==> config.mk <==
export PLATFORM = sky130hd
export DESIGN_NAME = sample_mean_and_std_dev_top
export DESIGN_NICKNAME = d
export VERILOG_FILES = /design/src/rtl/smsd_pkg.sv /design/src/rtl/sample_mean_and_std_dev_top.sv /design/src/rtl/smsd_ctrl.sv /design/src/rtl/smsd_dpath.sv
export SDC_FILE = /design/constraint.sdc
export NUM_CORES = 2
export LEC_CHECK = 0
export ABC_CLOCK_PERIOD_IN_PS = 12700
export BUFFER_PORTS_ARGS = -buffer_cell sky130_fd_sc_hd__buf_2
export CAP_MARGIN = 20
export CORE_ASPECT_RATIO = 0.7
export CORE_MARGIN = 2
export CORE_UTILIZATION = 40
export DETAILED_ROUTE_END_ITERATION = 6
export PLACE_DENSITY = 0.52
export SYNTH_ARGS = -nofsm -noshare
export SYNTH_HDL_FRONTEND = slang
export SYNTH_SLANG_ARGS = --single-unit
==> constraint.sdc <==
create_clock -name clk_i -period 12.7 [get_ports clk_i]
set_clock_uncertainty 0.1 [all_clocks]
set_input_delay 0 -clock clk_i [delete_from_list [all_inputs] [get_ports clk_i]]
set_output_delay 0 -clock clk_i [all_outputs]
set_load 0.01 [all_outputs]
==> src/rtl/smsd_pkg.sv <==
`default_nettype none
// ----------------------------------------------------------------------------
// smsd_pkg
// Shared types and constants of the sample mean and standard deviation block:
// controller states, datapath operation codes and the command/status bundles.
// ----------------------------------------------------------------------------
package smsd_pkg;

  // Defaults of the top-level parameters.
  localparam int MAX_COUNT_DEF    = 65536;
  localparam int SAMPLE_WIDTH_DEF = 16;

  // Fixed widths.
  localparam int WORD_W      = 64;                // width of the long arithmetic
  localparam int COUNT_OUT_W = 17;                // width of the reported count
  localparam int ITER_W      = $clog2(WORD_W);    // iteration counter width
  localparam int DIV_STEPS   = WORD_W;            // variance division steps
  localparam int SQRT_STEPS  = WORD_W / 2;        // one result bit per step, two radicand bits

  typedef enum logic [3:0] {
    ST_ACC,      // take samples
    ST_SETTLE,   // last square lands in the square sum
    ST_LD_NS,    // load n * square sum
    ST_MUL_NS,
    ST_LD_SS,    // save product, load sum * sum
    ST_MUL_SS,
    ST_PREP,     // form numerator and denominator, load mean division
    ST_DIV_M,
    ST_LD_VAR,   // save mean, load variance division
    ST_DIV_V,
    ST_LD_SQ,    // load square root
    ST_SQRT,
    ST_OUT       // hand the result to the output register
  } smsd_state_e;

  typedef enum logic [3:0] {
    OP_NONE,
    OP_LOAD_NS,
    OP_LOAD_SS,
    OP_MUL_STEP,
    OP_PREP_DIV,
    OP_DIV_STEP,
    OP_LOAD_VAR,
    OP_LOAD_SQRT,
    OP_SQRT_STEP,
    OP_RESULT
  } smsd_op_e;

  typedef struct packed {
    logic     accept;  // a sample beat is taken this cycle
    smsd_op_e op;
  } smsd_cmd_t;

  typedef struct packed {
    logic out_free;    // output register can take a result this cycle
  } smsd_stat_t;

endpackage
`default_nettype wire

==> src/rtl/sample_mean_and_std_dev_top.sv <==
`default_nettype none
// ----------------------------------------------------------------------------
// sample_mean_and_std_dev_top
// Running mean and sample (n-1) standard deviation over sets of samples.
// ----------------------------------------------------------------------------
// Samples stream in one beat per cycle while the input is not stalled and
// are folded into a count, a sum and a sum of squares. The beat carrying
// last_sample_i closes the set: the block then stalls its input while it
// computes n*sumsq and sum*sum on a shift-add multiplier, the mean and the
// variance on a restoring divider and the floor square root.
// The result sits in an output register, so the next set streams in while it
// waits to be taken. A set of one sample reports a deviation of zero with
// deviation_valid_o low; samples beyond MAX_COUNT are dropped and flagged by
// count_overflow_o. The accumulators clear once the result is handed over.
// ----------------------------------------------------------------------------
module sample_mean_and_std_dev_top import smsd_pkg::*; #(
  parameter int MAX_COUNT    = MAX_COUNT_DEF,
  parameter int SAMPLE_WIDTH = SAMPLE_WIDTH_DEF
) (
  input  wire logic                           clk_i,
  input  wire logic                           rst_ni,
  // sample channel
  input  wire logic                           in_valid_i,
  output logic                                in_stall_o,
  input  wire logic signed [SAMPLE_WIDTH-1:0] sample_value_i,
  input  wire logic                           last_sample_i,
  // result channel
  output logic                                out_valid_o,
  input  wire logic                           out_stall_i,
  output logic signed [SAMPLE_WIDTH-1:0]      mean_value_o,
  output logic [SAMPLE_WIDTH-1:0]             std_deviation_o,
  output logic [COUNT_OUT_W-1:0]              sample_count_o,
  output logic                                deviation_valid_o,
  output logic                                count_overflow_o
);

  smsd_cmd_t  cmd;
  smsd_stat_t stat;

  // Sequencer: owns the input handshake and the iteration counts.
  smsd_ctrl #(
    .MAX_COUNT    (MAX_COUNT),
    .SAMPLE_WIDTH (SAMPLE_WIDTH)
  ) u_ctrl (
    .clk_i         (clk_i),
    .rst_ni        (rst_ni),
    .in_valid_i    (in_valid_i),
    .last_sample_i (last_sample_i),
    .in_stall_o    (in_stall_o),
    .stat_i        (stat),
    .cmd_o         (cmd)
  );

  // Datapath: accumulators, arithmetic units and the result register.
  smsd_dpath #(
    .MAX_COUNT    (MAX_COUNT),
    .SAMPLE_WIDTH (SAMPLE_WIDTH)
  ) u_dpath (
    .clk_i             (clk_i),
    .rst_ni            (rst_ni),
    .cmd_i             (cmd),
    .stat_o            (stat),
    .sample_value_i    (sample_value_i),
    .out_valid_o       (out_valid_o),
    .out_stall_i       (out_stall_i),
    .mean_value_o      (mean_value_o),
    .std_deviation_o   (std_deviation_o),
    .sample_count_o    (sample_count_o),
    .deviation_valid_o (deviation_valid_o),
    .count_overflow_o  (count_overflow_o)
  );

endmodule
`default_nettype wire

==> src/rtl/smsd_ctrl.sv <==
`default_nettype none
// ----------------------------------------------------------------------------
// smsd_ctrl
// Sequencer: accepts samples, then walks the datapath through the two
// products, the two divisions and the square root of one set.
// ----------------------------------------------------------------------------
module smsd_ctrl import smsd_pkg::*; #(
  parameter int MAX_COUNT    = MAX_COUNT_DEF,
  parameter int SAMPLE_WIDTH = SAMPLE_WIDTH_DEF
) (
  input  wire logic       clk_i,
  input  wire logic       rst_ni,
  input  wire logic       in_valid_i,
  input  wire logic       last_sample_i,
  output logic            in_stall_o,
  input  smsd_stat_t      stat_i,
  output smsd_cmd_t       cmd_o
);

  localparam int CNT_W = $clog2(MAX_COUNT + 1);
  localparam int SUM_W = SAMPLE_WIDTH + CNT_W;

  smsd_state_e       state_q, state_d;
  logic [ITER_W-1:0] iter_q, iter_d;
  logic              accept;

  assign in_stall_o = (state_q != ST_ACC);
  assign accept     = in_valid_i && (state_q == ST_ACC);

  always_ff @(posedge clk_i or negedge rst_ni) begin
    if (!rst_ni) begin
      state_q <= ST_ACC;
      iter_q  <= '0;
    end else begin
      state_q <= state_d;
      iter_q  <= iter_d;
    end
  end

  always_comb begin
    state_d       = state_q;
    iter_d        = iter_q;
    cmd_o.accept  = accept;
    cmd_o.op      = OP_NONE;
    case (state_q)
      ST_ACC: begin
        if (accept && last_sample_i) begin
          state_d = ST_SETTLE;
        end
      end
      ST_SETTLE: begin
        state_d = ST_LD_NS;
      end
      ST_LD_NS: begin
        cmd_o.op = OP_LOAD_NS;
        iter_d   = ITER_W'(CNT_W - 1);
        state_d  = ST_MUL_NS;
      end
      ST_MUL_NS: begin
        cmd_o.op = OP_MUL_STEP;
        iter_d   = iter_q - 1'b1;
        if (iter_q == '0) begin
          state_d = ST_LD_SS;
        end
      end
      ST_LD_SS: begin
        cmd_o.op = OP_LOAD_SS;
        iter_d   = ITER_W'(SUM_W - 1);
        state_d  = ST_MUL_SS;
      end
      ST_MUL_SS: begin
        cmd_o.op = OP_MUL_STEP;
        iter_d   = iter_q - 1'b1;
        if (iter_q == '0) begin
          state_d = ST_PREP;
        end
      end
      ST_PREP: begin
        cmd_o.op = OP_PREP_DIV;
        iter_d   = ITER_W'(SUM_W - 1);
        state_d  = ST_DIV_M;
      end
      ST_DIV_M: begin
        cmd_o.op = OP_DIV_STEP;
        iter_d   = iter_q - 1'b1;
        if (iter_q == '0) begin
          state_d = ST_LD_VAR;
        end
      end
      ST_LD_VAR: begin
        cmd_o.op = OP_LOAD_VAR;
        iter_d   = ITER_W'(DIV_STEPS - 1);
        state_d  = ST_DIV_V;
      end
      ST_DIV_V: begin
        cmd_o.op = OP_DIV_STEP;
        iter_d   = iter_q - 1'b1;
        if (iter_q == '0) begin
          state_d = ST_LD_SQ;
        end
      end
      ST_LD_SQ: begin
        cmd_o.op = OP_LOAD_SQRT;
        iter_d   = ITER_W'(SQRT_STEPS - 1);
        state_d  = ST_SQRT;
      end
      ST_SQRT: begin
        cmd_o.op = OP_SQRT_STEP;
        iter_d   = iter_q - 1'b1;
        if (iter_q == '0) begin
          state_d = ST_OUT;
        end
      end
      ST_OUT: begin
        // hold until the output register is free
        if (stat_i.out_free) begin
          cmd_o.op = OP_RESULT;
          state_d  = ST_ACC;
        end
      end
      default: begin
        state_d = ST_ACC;
      end
    endcase
  end

endmodule
`default_nettype wire

==> src/rtl/smsd_dpath.sv <==
`default_nettype none
// ----------------------------------------------------------------------------
// smsd_dpath
// Accumulators, a shared shift-add multiplier, a shared restoring divider,
// a bitwise square root and the output register.
// ----------------------------------------------------------------------------
module smsd_dpath import smsd_pkg::*; #(
  parameter int MAX_COUNT    = MAX_COUNT_DEF,
  parameter int SAMPLE_WIDTH = SAMPLE_WIDTH_DEF
) (
  input  wire logic                           clk_i,
  input  wire logic                           rst_ni,
  input  smsd_cmd_t                           cmd_i,
  output smsd_stat_t                          stat_o,
  input  wire logic signed [SAMPLE_WIDTH-1:0] sample_value_i,
  output logic                                out_valid_o,
  input  wire logic                           out_stall_i,
  output logic signed [SAMPLE_WIDTH-1:0]      mean_value_o,
  output logic [SAMPLE_WIDTH-1:0]             std_deviation_o,
  output logic [COUNT_OUT_W-1:0]              sample_count_o,
  output logic                                deviation_valid_o,
  output logic                                count_overflow_o
);

  localparam int CNT_W  = $clog2(MAX_COUNT + 1);
  localparam int SUM_W  = SAMPLE_WIDTH + CNT_W;
  localparam int SQ_RAW = 2 * SAMPLE_WIDTH - 1 + CNT_W;
  localparam int SQ_W   = (SQ_RAW > WORD_W) ? WORD_W : SQ_RAW;
  localparam int DEN_W  = 2 * CNT_W;
  localparam int P_W    = 2 * SAMPLE_WIDTH - 1;

  // ---------------- accumulation ----------------
  logic [CNT_W-1:0] count_q;
  logic [SUM_W-1:0] sum_q;
  logic [SQ_W-1:0]  sumsq_q;
  logic             ovf_q;
  logic [P_W-1:0]   sq_pend_q;
  logic             sq_take_q;

  logic                             full;
  logic signed [2*SAMPLE_WIDTH-1:0] sq_full;
  logic [SUM_W-1:0]                 sample_ext;
  logic                             clear;

  assign full       = (count_q == CNT_W'(MAX_COUNT));
  assign sq_full    = (2*SAMPLE_WIDTH)'(sample_value_i) * (2*SAMPLE_WIDTH)'(sample_value_i);
  assign sample_ext = {{CNT_W{sample_value_i[SAMPLE_WIDTH-1]}}, sample_value_i};
  assign clear      = (cmd_i.op == OP_RESULT);

  always_ff @(posedge clk_i or negedge rst_ni) begin
    if (!rst_ni) begin
      count_q   <= '0;
      sum_q     <= '0;
      sumsq_q   <= '0;
      ovf_q     <= 1'b0;
      sq_take_q <= 1'b0;
    end else begin
      sq_take_q <= cmd_i.accept && !full;
      if (clear) begin
        count_q <= '0;
        sum_q   <= '0;
        sumsq_q <= '0;
        ovf_q   <= 1'b0;
      end else begin
        if (cmd_i.accept) begin
          if (full) begin
            ovf_q <= 1'b1;
          end else begin
            count_q <= count_q + 1'b1;
            sum_q   <= sum_q + sample_ext;
          end
        end
        // square lands in the cycle after its sample
        if (sq_take_q) begin
          sumsq_q <= sumsq_q + SQ_W'(sq_pend_q);
        end
      end
    end
  end

  always_ff @(posedge clk_i) begin
    if (cmd_i.accept) begin
      sq_pend_q <= sq_full[P_W-1:0];
    end
  end

  logic             sneg;
  logic [SUM_W-1:0] smag;
  logic             two_plus;

  assign sneg     = sum_q[SUM_W-1];
  assign smag     = sneg ? (SUM_W'(0) - sum_q) : sum_q;
  assign two_plus = (count_q >= CNT_W'(2));

  // ---------------- shift-add multiplier ----------------
  logic [WORD_W-1:0] mcand_q, prod_q, nsq_q;
  logic [SUM_W-1:0]  mplier_q;

  always_ff @(posedge clk_i) begin
    case (cmd_i.op)
      OP_LOAD_NS: begin
        mcand_q  <= WORD_W'(sumsq_q);
        mplier_q <= SUM_W'(count_q);
        prod_q   <= '0;
      end
      OP_LOAD_SS: begin
        nsq_q    <= prod_q;
        mcand_q  <= WORD_W'(smag);
        mplier_q <= smag;
        prod_q   <= '0;
      end
      OP_MUL_STEP: begin
        if (mplier_q[0]) begin
          prod_q <= prod_q + mcand_q;
        end
        mcand_q  <= {mcand_q[WORD_W-2:0], 1'b0};
        mplier_q <= {1'b0, mplier_q[SUM_W-1:1]};
      end
      default: begin
      end
    endcase
  end

  // ---------------- restoring divider ----------------
  logic [WORD_W-1:0]  num_q, dvd_q, rem_q;
  logic [DEN_W-1:0]   den_q, dvs_q;
  logic [CNT_W-1:0]   count_m1;
  logic [DEN_W-1:0]   den_w;
  logic [WORD_W:0]    rem_sh, dvs_ext, rem_diff;
  logic               ge;
  logic [SAMPLE_WIDTH-1:0] qlow;

  assign count_m1 = count_q - 1'b1;
  assign den_w    = DEN_W'(count_q) * DEN_W'(count_m1);
  assign rem_sh   = {rem_q, dvd_q[WORD_W-1]};
  assign dvs_ext  = (WORD_W + 1)'(dvs_q);
  assign ge       = (rem_sh >= dvs_ext);
  assign rem_diff = rem_sh - dvs_ext;
  assign qlow     = dvd_q[SAMPLE_WIDTH-1:0];

  logic [SAMPLE_WIDTH-1:0] mean_q;

  always_ff @(posedge clk_i) begin
    case (cmd_i.op)
      OP_PREP_DIV: begin
        num_q <= nsq_q - prod_q;
        den_q <= den_w;
        // align the sum magnitude to the top so only SUM_W steps are needed
        dvd_q <= WORD_W'(smag) << (WORD_W - SUM_W);
        dvs_q <= DEN_W'(count_q);
        rem_q <= '0;
      end
      OP_LOAD_VAR: begin
        mean_q <= sneg ? (SAMPLE_WIDTH'(0) - qlow) : qlow;
        dvd_q  <= num_q;
        dvs_q  <= den_q;
        rem_q  <= '0;
      end
      OP_DIV_STEP: begin
        rem_q <= ge ? rem_diff[WORD_W-1:0] : rem_sh[WORD_W-1:0];
        dvd_q <= {dvd_q[WORD_W-2:0], ge};
      end
      default: begin
      end
    endcase
  end

  // ---------------- bitwise square root ----------------
  logic [WORD_W-1:0] rv_q, root_q, bit_q, trial;

  assign trial = root_q + bit_q;

  always_ff @(posedge clk_i) begin
    case (cmd_i.op)
      OP_LOAD_SQRT: begin
        rv_q   <= dvd_q;
        root_q <= '0;
        bit_q  <= WORD_W'(1) << (WORD_W - 2);
      end
      OP_SQRT_STEP: begin
        if (rv_q >= trial) begin
          rv_q   <= rv_q - trial;
          root_q <= (root_q >> 1) + bit_q;
        end else begin
          root_q <= root_q >> 1;
        end
        bit_q <= bit_q >> 2;
      end
      default: begin
      end
    endcase
  end

  // ---------------- output register ----------------
  logic out_valid_q;

  assign stat_o.out_free = !out_valid_q || !out_stall_i;
  assign out_valid_o     = out_valid_q;

  always_ff @(posedge clk_i or negedge rst_ni) begin
    if (!rst_ni) begin
      out_valid_q <= 1'b0;
    end else if (clear) begin
      out_valid_q <= 1'b1;
    end else if (!out_stall_i) begin
      out_valid_q <= 1'b0;
    end
  end

  always_ff @(posedge clk_i) begin
    if (clear) begin
      mean_value_o      <= mean_q;
      std_deviation_o   <= two_plus ? root_q[SAMPLE_WIDTH-1:0] : '0;
      sample_count_o    <= COUNT_OUT_W'(count_q);
      deviation_valid_o <= two_plus;
      count_overflow_o  <= ovf_q;
    end
  end

endmodule
`default_nettype wire
Word level (Yosys, flattened, before mapping)

Cells that the tools add are included.

Add/subtract/negate cells: 13
$mul: 2
$lt $le $gt $ge: 3
Equal/unequal tests: 33
Muxes and demuxes: 39
Reduce and logical (&&, ||, !) cells: 31

Operator list:

| operator              | number |
|---|---|
| $pmux 64 s2           | 5 |
| $pmux 64 s3           | 2 |
| $mux 64               | 4 |
| $mux 33               | 4 |
| $add 64x64->64        | 2 |
| $sub 64x64->64        | 2 |
| $pmux 33 s3           | 1 |
| $mux 48               | 2 |
| $pmux 34 s2           | 1 |
| $ge 65x34->1          | 1 |
| $add 63x64->64        | 1 |
| $ge 64x64->1          | 1 |
| $sub 64x34->64        | 1 |
| $pmux 4 s13           | 1 |
| $mux 17               | 3 |
| $add 48x31->48        | 1 |
| $pmux 4 s9            | 1 |
| $mul 17x17->34        | 1 |
| $add 33x33->33        | 1 |
| $sub 1x33->33 const A | 1 |
| $eq 4x3->1 const B    | 8 |
| $mux 4                | 8 |
| $mul 16x16->31        | 1 |
| $pmux 6 s5            | 1 |
| other kinds (26)      | 67 |

Register bits: 886
Input port bits: 21

Logic depth before layout (Yosys ltp)

Depth in word-level cells: 8
Gate-level depth with buffers: 33
Gate-level depth less buffers: 31

By module

From an unflattened synthesis, not the netlist that was laid out.

Cells, all modules: 7682
Area total of the unflattened synthesis: 73613.1 sq um

By module, submodules not included:

| module     | instances | cells each | area each (sq um) | sequential area each (sq um) |
|---|---|---|---|---|
| smsd_dpath | 1         | 7571       | 72711.0           | 24778.8 |
| smsd_ctrl  | 1         | 111        | 902.1             | 250.2 |

Worst setup path after synthesis

Ideal clock, no wire load.

Path type: flip-flop to flip-flop
Start point: register u_ctrl.state_q[1]
End point: register u_dpath.rv_q[0], enable pin
Setup time: 584 ps
Arrival time: 9771 ps
Path slack: 2245 ps
Cell stages (with the launch flop): 5
Clock period less this slack: 10455 ps
Cells stage by stage: dfrtp_1 clkbuf_1 inv_1 nor2_1 a21boi_0

Cells in the longest elaborated chain, start to end: 6
Elaborated cells between the ends (all ways): 19
Those cells by class: 14 x eq/ne; 1 x mux; 4 x reduce/logical

Ends and longest elaborated chain:

| element                                                          | RTL line          | source |
|---|---|---|
| start: declaration                                               | smsd_ctrl.sv:23   | `smsd_state_e state_q, state_d;` |
| start signal: assignment                                         | smsd_ctrl.sv:35   | `state_q <= state_d;` |
| $eq 4x3->1 (tied with other cells)                               | smsd_ctrl.sv:45   | `case (state_q)` |
| $reduce_or 2->1 (no source line)                                 | -                 |  |
| $pmux 4 s9 (*)                                                   | smsd_ctrl.sv:45   |  |
| $eq 4x4->1 or $eq 4x3->1 (tied branches)                         | smsd_dpath.sv:174 | `case (cmd_i.op)` |
| $ne 2x1->1 (no source line) or $reduce_bool 2->1 (tied branches) | -                 |  |
| $reduce_and 2->1 (no source line) (*)                            | -                 |  |
| end signal: assignment                                           | smsd_dpath.sv:176 | `rv_q <= dvd_q;` |
| end signal: assignment                                           | smsd_dpath.sv:182 | `rv_q <= rv_q - trial;` |
| end: declaration                                                 | smsd_dpath.sv:169 | `logic [WORD_W-1:0] rv_q, root_q, bit_q, trial;` |

Every way passes the cells marked *; elsewhere a longest branch is shown, timed or not.
A chain may end at the register's enable or synchronous reset.

Worst setup path after layout

Start point: register u_dpath.count_q[5]
End point: register u_dpath.den_q[33] (data pin)

Cells in the longest elaborated chain, start to end: 2

Ends and longest elaborated chain:

| element                  | RTL line          | source |
|---|---|---|
| start: declaration       | smsd_dpath.sv:33  | `logic [CNT_W-1:0] count_q;` |
| start signal: assignment | smsd_dpath.sv:69  | `count_q <= count_q + 1'b1;` |
| $sub 17x1->17            | smsd_dpath.sv:133 | `assign count_m1 = count_q - 1'b1;` |
| $mul 17x17->34 (*)       | smsd_dpath.sv:134 | `assign den_w = DEN_W'(count_q) * DEN_W'(count_m1);` |
| net u_dpath.den_w[33]    | smsd_dpath.sv:128 | `logic [DEN_W-1:0] den_w;` |
| end signal: assignment   | smsd_dpath.sv:147 | `den_q <= den_w;` |
| end: declaration         | smsd_dpath.sv:126 | `logic [DEN_W-1:0] den_q, dvs_q;` |

Mark *: on every way through the listed nets, which the timed path passes. The rest lies on a longest branch.

==> flow_summary_export.csv <==
group,metric,value,unit
sta,rsz0062_at_grt,"false",
synth,synth_nets,8591,
cts,post_cts_resized,0,
synth,yosys_warnings,0,
routing,wirelength,201600,um
cts,cts_buffers,99,
critical_path,critPathLaunchType,"register",
critical_path,slowest_stage,"ha_1",
job,cap_violations,0,
sta,finalHoldViolations,0,
sta,min_period,9428,ps
layout,n_fill_cell,17470,
run_status,status,"complete, no violations",
cts,path_clk_slew,60,ps
routing,met1_length,105200,um
layout,nets,8538,
critical_path,cpPeakStageDelay,740,ps
power_and_ir_drop,power_density,261.6,mW/mm2
layout,final_cell_mix,"inv_1, edfxtp_1, nand2_1",
routing,wire_per_inst,20.24,um
global_routing,grt_pass1_wl,319100,um
sta,hold-worst-slack,61.40,ps
placed_design,hpwl,152300,um
synth,syn_avg_cell_area,9.642,um2
die,die_area,0.1853,mm2
placed_design,portBuffers,73,
routing,drt_iter0_markers,4654,
synth,ys_async_sr_fraction,13.03,%
synth,synth_top_area_share,30.59,%
sta,min_period_over_period,74.24,%
global_routing,grt_use_total,21.76,%
synth,synth_area,0.07274,mm2
placed_design,dp.cells,9756,
power_and_ir_drop,switching_share,45.59,%
routing,met3WireLength,11750,um
power_and_ir_drop,p_comb_share,59.0,%
cts,cts_sinks,852,
power_and_ir_drop,pwr-share-seq,25.7,%
power_and_ir_drop,ir_worst_vdd,0.0003448,V
hold_path,hold_class,"in -> reg",
routing,drc_errors,0,
synth,ys.flop_type,"edfxtp_1",
synth,synth.distinct_cells,89,
cts,cts_tree,"done",
layout,stdcell_count,9960,
sta,setup_ws,3272,ps
cts,root_buffer,"clkbuf_16",
die,core,0.1801,mm2
routing,met2_length,81890,um
routing,highest_layer,"met4",
layout,final_common_cell,"inv_1",
synth,yosysTopAreaCell,"edfxtp_1",
power_and_ir_drop,p_int,11.28,mW
routing,viasPerCell,5.510,
critical_path,required,13090,ps
die,ioPinCount,74,
cts,clk_latency,760,ps
critical_path,crit_type,"reg -> reg",
layout,layout-drive-gt1-share,5.649,%
critical_path,cp_data_arrival_time,9820,ps
synth,synth_edf_count,741,
die,die_w,513.7,um
die,initial_core_util,40.40,%
sta,report.final.slew_viol_count,0,
die,row_count,130,
sta,max_freq,106.1,MHz
routing,ant_nets,0,
sta,setup_violations,0,
layout,synthToLayoutAreaGrowth,8.924,%
placed_design,globalplace.congestion,0.8978,
sta,slew_headroom,26.58,%
critical_path,critPathCaptureType,"register",
routing,via_count,54880,
synth,synthTopCellsByArea,"edfxtp_1, fa_1, ha_1",
global_routing,grt_pass1_vias,54230,
sta,worst_slew_pin_slew,1101,ps
routing,dr.pass1.iters,5,
synth,yosysSeqAreaShare,34.41,%
power_and_ir_drop,p_sw,9.451,mW
synth,netlist_instances,7544,
cts,cts_buffer_depth,3,
cts,htree_levels,3,
global_routing,grt_max_degree,182,
sta,setup_tns,0,ps
global_routing,antenna_found_initial,4,
global_routing,gr-total-overflow,0,
placed_design,place_ws,3276,ps
power_and_ir_drop,total_power,20.73,mW
synth,ys_ff_latch,852,
critical_path,worstPathMaxFanout,16,
power_and_ir_drop,p_leak,33.78,nW
critical_path,crit_top_cell,"fa_1",
power_and_ir_drop,clock_power_share,15.3,%
die,die_h,360.8,um
path summary, 6_finish.rpt:
path	from	endpoint	slack [ps]	cells after the start
setup / recovery	u_dpath.count_q[5]	u_dpath.den_q[33]	3270	30
hold reg to reg	u_dpath.mean_q[6]	u_dpath.mean_value_o[6]	320	0
min in group asynchronous	rst_ni	u_dpath.sumsq_q[47]	200	3
hold / removal	sample_value_i[1]	u_dpath.sq_pend_q[3]	60	3
max in group asynchronous	rst_ni	u_dpath.sum_q[32]	10310	5
setup reg to reg	u_dpath.count_q[5]	u_dpath.den_q[33]	3270	30
Yosys cell counts, types with 216 or more instances:
master	count
a21oi_1	456
clkbuf_1	270
edfxtp_1	741
fa_1	462
ha_1	564
inv_1	859
nand2_1	608
nand2b_1	216
nor2_1	505
o21ai_0	409
xnor2_1	259
xor2_1	225
cell type report:
cell class | instances | area [um2] | share of cell area [%]
diodes | 8 | 20.02 | 0.02527
clock buffers | 107 | 2539 | 3.204
clock inverters | 79 | 1046 | 1.320
inverters | 865 | 3252 | 4.104
multi-input cells | 5527 | 43420 | 54.80
flip-flops and latches | 852 | 25030 | 31.59
well taps | 2376 | 2973 | 3.752
repair buffers | 146 | 955.9 | 1.206
routing by layer:
metal,vias up,GRT usage [%]
li1,26340,-
met1,27100,34.45
met2,1266,30.97
met3,178,3.785
met4,0,3.399
met5,-,0
sequential cells by signal, summed over array words and instances, names as in the netlist, 34 cells and up:
signal,cells
u_dpath.mcand_q,64
u_dpath.prod_q,64
u_dpath.dvd_q,64
u_dpath.sumsq_q,48
u_dpath.num_q,64
u_dpath.root_q,64
u_dpath.rem_q,64
u_dpath.rv_q,64
u_dpath.nsq_q,64
u_dpath.dvs_q,34
cells by family after synthesis:
logic type | share of synthesized area, %
flops | 34.41
buf+inv | 6.029
simple gates | 15.07
compound gates | 15.58
fa+ha+maj | 22.42
mux | 0.6674
xor+xnor | 5.828
critical path, delay by kind of cell, from the launching register on:
kind	cells	cell delay [ps]
compound gates	8	1810
fa+ha+maj	8	4100
buf+inv	5	270
simple gates	8	2440
xor+xnor	1	80
flops	1	370
stage by stage:
step | cell area, um2 | util [%]
2_1_floorplan | 72740 | -
6_report | 79230 | 44.00
5_1_grt | 79220 | 43.99
3_3_place_gp | 75520 | 41.94
4_1_cts | 79190 | 43.98
3_5_place_dp | 75520 | 41.94
power groups by stage:
stage	clock, mW	sequential [mW]	combinational (mW)
floorplan	0	5.07	9.26
CTS	3.25	5.33	12.2
global placement	0	5.37	12.0
global route	3.35	5.42	13.8
finish	3.17	5.34	12.2
detailed placement	0	5.38	12.1
repair_timing:
action / in CTS / in global routing
hold buffers: 8 / 0
endpoints found under the hold margin: 98 / 0
buffers inserted: 0 / 0
Note: power is estimated with default switching activity, not from simulation.
